$ cat src/dq_pkg.sv
// Shared constants, codes and interface types for the double-ended queue.
package dq_pkg;

  // Queue geometry
  localparam int DEPTH  = 32;
  localparam int DATA_W = 32;
  localparam int IDX_W  = $clog2(DEPTH);
  localparam int CNT_W  = $clog2(DEPTH + 1);
  localparam int SUM_W  = IDX_W + 1;

  // Request codes
  localparam logic [2:0] CMD_PUSH_FRONT = 3'd0;
  localparam logic [2:0] CMD_PUSH_BACK  = 3'd1;
  localparam logic [2:0] CMD_POP_FRONT  = 3'd2;
  localparam logic [2:0] CMD_POP_BACK   = 3'd3;
  localparam logic [2:0] CMD_LIST       = 3'd4;

  // Result status codes
  localparam logic [1:0] ST_OK    = 2'd0;
  localparam logic [1:0] ST_EMPTY = 2'd1;
  localparam logic [1:0] ST_FULL  = 2'd2;

  // Memory access request from the controller
  typedef struct packed {
    logic              we;
    logic [IDX_W-1:0]  waddr;
    logic [DATA_W-1:0] wdata;
    logic              re;
    logic [IDX_W-1:0]  raddr;
  } mem_req_t;

  // Registered result control from the controller
  typedef struct packed {
    logic       valid;
    logic [1:0] status;
    logic       last;
    logic       from_ram;
  } res_ctl_t;

endpackage

$ cat src/dq_ram.sv
// Generic single-write, single-read RAM with registered read data.
module dq_ram #(
  parameter int WIDTH = 32,
  parameter int DEPTH = 32
) (
  input  logic                     clk,
  input  logic                     we,
  input  logic [$clog2(DEPTH)-1:0] waddr,
  input  logic [WIDTH-1:0]         wdata,
  input  logic                     re,
  input  logic [$clog2(DEPTH)-1:0] raddr,
  output logic [WIDTH-1:0]         rdata
);

  logic [WIDTH-1:0] mem [DEPTH];
  logic [WIDTH-1:0] rdata_r;

  // Write port and registered read port
  always_ff @(posedge clk) begin
    if (we) begin
      mem[waddr] <= wdata;
    end
    if (re) begin
      rdata_r <= mem[raddr];
    end
  end

  assign rdata = rdata_r;

endmodule

$ cat src/dq_ctrl.sv
// Queue controller: front index, entry count, request decode and list sequencer.
module dq_ctrl (
  input  logic                      clk,
  input  logic                      rst_n,
  input  logic                      start,
  input  logic [2:0]                cmd,
  input  logic [dq_pkg::DATA_W-1:0] value,
  output logic                      busy,
  output dq_pkg::mem_req_t          mem_req,
  output dq_pkg::res_ctl_t          res
);

  localparam logic S_IDLE = 1'b0;
  localparam logic S_LIST = 1'b1;

  logic                        state_r, state_nxt;
  logic [dq_pkg::IDX_W-1:0]    front_r, front_nxt;
  logic [dq_pkg::CNT_W-1:0]    count_r, count_nxt;
  logic [dq_pkg::IDX_W-1:0]    rp_r, rp_nxt;
  logic [dq_pkg::IDX_W-1:0]    k_r, k_nxt;
  dq_pkg::res_ctl_t            res_r, res_nxt;

  logic [dq_pkg::SUM_W-1:0]    back_sum;
  logic [dq_pkg::IDX_W-1:0]    back_pos;
  logic [dq_pkg::IDX_W-1:0]    front_dec;
  logic                        is_full;
  logic                        is_empty;
  logic                        list_end;

  // Increment an index with wrap at the queue depth
  function automatic logic [dq_pkg::IDX_W-1:0] wrap_inc(input logic [dq_pkg::IDX_W-1:0] idx);
    logic [dq_pkg::IDX_W-1:0] r;
    if (idx == dq_pkg::IDX_W'(dq_pkg::DEPTH - 1)) begin
      r = '0;
    end else begin
      r = idx + 1'b1;
    end
    return r;
  endfunction

  // Ring positions for pushes
  assign back_sum  = dq_pkg::SUM_W'(front_r) + dq_pkg::SUM_W'(count_r);
  assign back_pos  = (back_sum >= dq_pkg::SUM_W'(dq_pkg::DEPTH))
                     ? dq_pkg::IDX_W'(back_sum - dq_pkg::SUM_W'(dq_pkg::DEPTH))
                     : dq_pkg::IDX_W'(back_sum);
  assign front_dec = (front_r == '0) ? dq_pkg::IDX_W'(dq_pkg::DEPTH - 1) : front_r - 1'b1;
  assign is_full   = (count_r == dq_pkg::CNT_W'(dq_pkg::DEPTH));
  assign is_empty  = (count_r == '0);
  assign list_end  = (dq_pkg::CNT_W'(k_r) == count_r - 1'b1);

  assign busy = (state_r != S_IDLE);

  // Request decode and list sequencing
  always_comb begin
    state_nxt     = state_r;
    front_nxt     = front_r;
    count_nxt     = count_r;
    rp_nxt        = rp_r;
    k_nxt         = k_r;
    res_nxt       = '0;
    mem_req       = '0;
    mem_req.wdata = value;
    mem_req.raddr = rp_r;
    if (state_r == S_IDLE) begin
      if (start) begin
        unique case (cmd)
          dq_pkg::CMD_PUSH_FRONT: begin
            res_nxt.valid = 1'b1;
            res_nxt.last  = 1'b1;
            if (is_full) begin
              res_nxt.status = dq_pkg::ST_FULL;
            end else begin
              res_nxt.status = dq_pkg::ST_OK;
              mem_req.we     = 1'b1;
              mem_req.waddr  = front_dec;
              front_nxt      = front_dec;
              count_nxt      = count_r + 1'b1;
            end
          end
          dq_pkg::CMD_PUSH_BACK: begin
            res_nxt.valid = 1'b1;
            res_nxt.last  = 1'b1;
            if (is_full) begin
              res_nxt.status = dq_pkg::ST_FULL;
            end else begin
              res_nxt.status = dq_pkg::ST_OK;
              mem_req.we     = 1'b1;
              mem_req.waddr  = back_pos;
              count_nxt      = count_r + 1'b1;
            end
          end
          dq_pkg::CMD_POP_FRONT: begin
            res_nxt.valid = 1'b1;
            res_nxt.last  = 1'b1;
            if (is_empty) begin
              res_nxt.status = dq_pkg::ST_EMPTY;
            end else begin
              res_nxt.status = dq_pkg::ST_OK;
              // popping the only entry leaves the front index in place
              if (count_r != dq_pkg::CNT_W'(1)) begin
                front_nxt = wrap_inc(front_r);
              end
              count_nxt = count_r - 1'b1;
            end
          end
          dq_pkg::CMD_POP_BACK: begin
            res_nxt.valid = 1'b1;
            res_nxt.last  = 1'b1;
            if (is_empty) begin
              res_nxt.status = dq_pkg::ST_EMPTY;
            end else begin
              res_nxt.status = dq_pkg::ST_OK;
              count_nxt      = count_r - 1'b1;
            end
          end
          dq_pkg::CMD_LIST: begin
            if (is_empty) begin
              res_nxt.valid  = 1'b1;
              res_nxt.last   = 1'b1;
              res_nxt.status = dq_pkg::ST_EMPTY;
            end else begin
              state_nxt = S_LIST;
              rp_nxt    = front_r;
              k_nxt     = '0;
            end
          end
          default: begin
            // unused codes: no result, no state change
          end
        endcase
      end
    end else begin
      // one entry read per cycle; data returns with the result strobe
      mem_req.re       = 1'b1;
      res_nxt.valid    = 1'b1;
      res_nxt.status   = dq_pkg::ST_OK;
      res_nxt.from_ram = 1'b1;
      res_nxt.last     = list_end;
      rp_nxt           = wrap_inc(rp_r);
      k_nxt            = k_r + 1'b1;
      if (list_end) begin
        state_nxt = S_IDLE;
      end
    end
  end

  // Control state
  always_ff @(posedge clk) begin
    if (!rst_n) begin
      state_r <= S_IDLE;
      front_r <= '0;
      count_r <= '0;
      res_r   <= '0;
    end else begin
      state_r <= state_nxt;
      front_r <= front_nxt;
      count_r <= count_nxt;
      res_r   <= res_nxt;
    end
  end

  // List walk pointers
  always_ff @(posedge clk) begin
    rp_r <= rp_nxt;
    k_r  <= k_nxt;
  end

  assign res = res_r;

endmodule

$ cat src/double_ended_queue.sv
// Push/pop: result strobed the cycle after the transfer; busy stays low.
// List of N entries: busy while reading, one entry read per cycle from the entry RAM
// read port; one result per entry on consecutive cycles, via state and result registers.
// Results cannot be held off by the receiver; each is shown for exactly one cycle.
// Synchronous active-low reset empties the queue (front index and count to zero);
// entry RAM contents are not cleared and need no clearing pass.
module double_ended_queue (
  input  logic                             clk,
  input  logic                             rst_n,
  input  logic                             start,
  output logic                             busy,
  input  logic [2:0]                       in_cmd,
  input  logic signed [dq_pkg::DATA_W-1:0] in_value,
  output logic                             out_valid,
  output logic [1:0]                       out_status,
  output logic signed [dq_pkg::DATA_W-1:0] out_item,
  output logic                             out_last
);

  dq_pkg::mem_req_t          mem_req;
  dq_pkg::res_ctl_t          res;
  logic [dq_pkg::DATA_W-1:0] rdata;

  dq_ctrl u_ctrl (
    .clk     (clk),
    .rst_n   (rst_n),
    .start   (start),
    .cmd     (in_cmd),
    .value   (in_value),
    .busy    (busy),
    .mem_req (mem_req),
    .res     (res)
  );

  dq_ram #(
    .WIDTH (dq_pkg::DATA_W),
    .DEPTH (dq_pkg::DEPTH)
  ) u_entry_ram (
    .clk   (clk),
    .we    (mem_req.we),
    .waddr (mem_req.waddr),
    .wdata (mem_req.wdata),
    .re    (mem_req.re),
    .raddr (mem_req.raddr),
    .rdata (rdata)
  );

  // Result ports: entry value only on list results, zero otherwise
  assign out_valid  = res.valid;
  assign out_status = res.status;
  assign out_last   = res.last;
  assign out_item   = res.from_ram ? rdata : '0;

endmodule

$ cat config.mk
export PLATFORM = sky130hd
export DESIGN_NAME = double_ended_queue
export DESIGN_NICKNAME = d
export VERILOG_FILES = /design/src/dq_pkg.sv /design/src/dq_ram.sv /design/src/dq_ctrl.sv /design/src/double_ended_queue.sv
export SDC_FILE = /design/constraint.sdc
export NUM_CORES = 1
export LEC_CHECK = 0
export ABC_AREA = 1
export BUFFER_PORTS_ARGS = -buffer_cell sky130_fd_sc_hd__buf_2
export CORE_MARGIN = 2
export CORE_UTILIZATION = 30
export DETAILED_ROUTE_END_ITERATION = 10
export PLACE_DENSITY_LB_ADDON = 0.12
export SYNTH_ARGS = -nofsm -noshare
export SYNTH_HDL_FRONTEND = slang
export SYNTH_HIERARCHICAL = 1
export SYNTH_SLANG_ARGS = --single-unit
$ cat constraint.sdc
create_clock -name clk -period 9 [get_ports clk]
set_input_delay 0.45 -clock clk [delete_from_list [all_inputs] [get_ports clk]]
set_output_delay 0.45 -clock clk [all_outputs]
set_load 0.02 [all_outputs]
==> impl_summary.md <==
Clock tree
The number of clock buffers inserted by TritonCTS is 119. Clock tree synthesis found a total of 1083 sinks. The later-pin clock latency in the skew report is 0.76 ns.

The buffer count from post-CTS setup fixing is 0. The clock tree synthesis step divided the H-tree into 3 levels. In this run, post-CTS hold repair placed 0 buffers. Post-CTS repair changed the size of 0 cells. The clock tree from TritonCTS is yes. In this run the clock root is driven by a clkbuf_16. Clock-pin slew was measured on the worst setup and hold paths at 0.06 ns. The maximum number of buffers from clock root to sink is 3.

Route
The remaining antenna violation count is 0. The wire length reported by the detailed router is 151 mm. The detailed-routing iteration count for the pre-antenna-repair pass is 5. The number of remaining DRC errors is 0. Across all layers, the routed design uses 29139 vias. The final routed wire length divided by cell count is 25.0 µm. Using the TritonRoute via totals, the vias-per-cell ratio works out to 4.82. The DRC marker count from the first detailed-route iteration is 2559.

Die
The floorplan has 142 rows. The die covers 154000 µm². 75 I/O pins were placed. The core outline area is 150000 µm². The die is 393 µm wide. The floorplan step set the die height to 393 µm. The starting utilization of the core area is 30.3%.

GRT
The initial antenna violation count was 8. The pin count of the biggest net entering global routing is 164. The via count of the first global-routing pass came to 27853. Global routing used 19.4% of the available tracks across all layers. The overflow left after global routing is 0. The first global-routing pass estimated 214 mm of wire.

Place
Detailed placement ended at an HPWL of 83.0 mm. Input and output buffers added on the ports amount to 74. The setup slack after placement is 4.51 ns. The placer congestion estimate is 0.765.

Worst setup path
The critical path's slowest cell is nor2_4. The timing endpoint of the critical path is u_entry_ram/mem[1][17]. The critical path runs through a total of 12 cells. The worst setup path is captured at a register. STA puts the critical path data required time at 9.37 ns. The type of element launching the critical path is a register. The arrival time reported for the critical path endpoint is 4.79 ns. The cell depth of the worst flop-to-flop path is 12. The launching point of the worst reg2reg path is u_ctrl/count_r[0]. The launch point of the worst path is u_ctrl/count_r[0].

The critical setup path kind is reg -> reg. The largest single stage delay on the critical path is 0.91 ns. Traced cell by cell, the critical path runs through inv_1 -> ha_1 -> nand2_4 -> inv_1 -> nand2_1 -> nand2_1 -> inv_1 -> a22oi_1 -> nor2_1 -> nand3_1 -> nor2_4 -> buf_4. The combined buffer and inverter count along the critical path is 4. The maximum fanout along the worst path is 19. The family with the most delay on the worst path is simple AND/OR/NAND/NOR gates. The cell occurring most often along the worst timing path is inv_1.

The setup check on the worst reg-to-reg path leaves a slack of 4.58 ns. The capturing point of the worst reg2reg path is u_entry_ram/mem[1][17].

Timing
The total count of hold-check failures in the final report came to 0. The maximum clock rate is 226 MHz. Setup repair after global routing left no endpoint under its margin. The worst path in the final design needs a cycle of 4.42 ns, including I/O delays and setup. After layout, the worst path uses 49.1% of the clock period. The accumulated negative setup slack is 0 ns. The setup slack after layout is 4.58 ns.

Measured against its own limit, the worst slew margin works out to 15.3%. For the pin with the worst max-slew slack, the measured transition is 1.27 ns. The final-report setup violation count is 0. The final count of pins violating max slew was 0. The minimum hold slack is 0.0801 ns.

Across the routed clock network, the largest skew measured is 0.0411 ns.

Power and ir drop
The total power density per cell area is 210 nW/µm². The maximum ir drop on the vdd rail is 147 µV. The leakage power figure is 0.0185 µW. The overall power consumption is 10600 µW.

Yosys
In this run the cell area of the synthesized design comes to 45400 µm². Counting distinct cell types in the post-synthesis netlist gives 41. The mean instance size in the synthesized netlist is 11.5 µm².

After synthesis the netlist holds a flip-flop and latch count of 1083. The library cell occupying the most area in the post-synthesis netlist is edfxtp_1. The Yosys step of the flow raised 6 warnings.

Ranked by total cell area, the synthesized netlist is headed by edfxtp_1 (71%), nand2_1 (13%), nand3_1 (8.9%). The number of synthesized flops with an enable pin is 1066. The prevailing post-synth register cell is edfxtp_1. The fraction of the yosys area taken by sequential cells is 71.3%.

Synthesis produced 3942 cells. The synthesized netlist net count is 3995. The area share of the largest cell type after synthesis is 70.6%. The commonest cells after synthesis are nand2_1 (1557), edfxtp_1 (1066), nand3_1 (809), buf_2 (85), inv_1 (76).

The most common cell in the netlist is nand2_1. The post-synthesis async set-or-reset flop share is 0%.

Flow run
The tool flagged a number of max-cap violations equal to 0.

Final layout
After filler insertion, the fill cell instance count of the layout stands at 15091. The net total in the final layout is 3979. The fraction of layout cells with a size suffix above 1 is 8.18%. The post-synthesis to final-layout area growth is 11.7%.

Min path
The number of instances on the worst hold path is 3. The min-delay analysis places its worst path in the category in -> reg.

Status
The run finished with clean final reports.
-- worst min-delay path by stage --
stage                      start           endpoint  slack [ns]
2_1_floorplan  u_ctrl/count_r[0]  u_ctrl/count_r[0]        0.54
3_3_place_gp   u_ctrl/count_r[0]  u_ctrl/count_r[0]        0.58
3_5_place_dp   u_ctrl/count_r[4]  u_ctrl/count_r[4]        0.60
4_1_cts                    rst_n  u_ctrl/front_r[4]        0.03
5_1_grt                    rst_n  u_ctrl/front_r[2]        0.09
6_report                   rst_n  u_ctrl/front_r[4]        0.08
-- final cells by class --
type / count / area (µm²) / share of cell area, %
diodes: 3 / 7.51 / 0.0148
clock buffers: 152 / 3120 / 6.16
clock inverters: 65 / 452 / 0.892
inverters: 83 / 355 / 0.701
multi-input cells: 2516 / 11100 / 21.8
flip-flops and latches: 1083 / 32400 / 63.9
well taps: 2016 / 2520 / 4.98
repair buffers: 123 / 788 / 1.56
-- tightest hold or removal path, stage by stage --
cell and delay (ns):
buf_2 0.19, nand2_1 0.10, nor2_1 0.03
-- layer usage --
layer / share of wire [%] / up-vias / global-route usage [%]
met2: 47 / 667 / 31.6
met5: 0 / - / 0
met1: 47 / 14769 / 27.7
li1: - / 13559 / -
met3: 4.2 / 144 / 2.06
met4: 1.8 / 0 / 4.58
-- cells by family (layout without fill, tap and decap cells) --
kind of cell / after synthesis / after routing / synth area share (%)
AOI/OAI and AO/OA: 40 / 40 / 0.510
xor gates and xnor gates: 11 / 11 / 0.212
adders and majority gates: 15 / 15 / 0.430
buffers and inverters: 343 / 423 / 4.83
DFF: 1083 / 1083 / 71.3
other: 0 / 3 / 0
and+or+nand+nor: 2450 / 2450 / 22.7
-- layout by cell type, fill, tap and decap left out, types with 33 or more instances in the layout --
master and instances:
edfxtp_1 1066, clkbuf_16 120, inv_1 74, buf_4 45, clkinv_1 38, nand2_1 1557
nand3_1 809, buf_2 74, nor2_1 33
-- per-stage QoR --
| step | instances | cell area (µm²) | utilization (%) |
|---|---|---|---|
| 6_report | 6041 | 50700 | 33.8 |
| 5_1_grt | 6038 | 50700 | 33.8 |
| 4_1_cts | 6038 | 50700 | 33.8 |
| 3_5_place_dp | 5821 | 47100 | 31.4 |
| 3_3_place_gp | 5821 | 47100 | 31.4 |
| 2_1_floorplan | 3942 | 45400 | - |
-- sequential cells by signal (all words and copies together) (netlist names) --
signal	count
u_ctrl/count_r	6
u_entry_ram/rdata	32
u_ctrl/rp_r	5
u_ctrl/k_r	5
u_ctrl/front_r	5
u_ctrl/busy	1
u_entry_ram/mem	1024
u_ctrl/res	5
-- power breakdown --
part / internal [µW] / leakage, µW / switching (µW) / total, µW
clock: 2550 / 0.00173 / 2040 / 4590
combinational: 95.2 / 0.00699 / 374 / 469
sequential: 5550 / 0.00973 / 11.9 / 5570
Note: power is estimated with default switching activity, not from simulation.
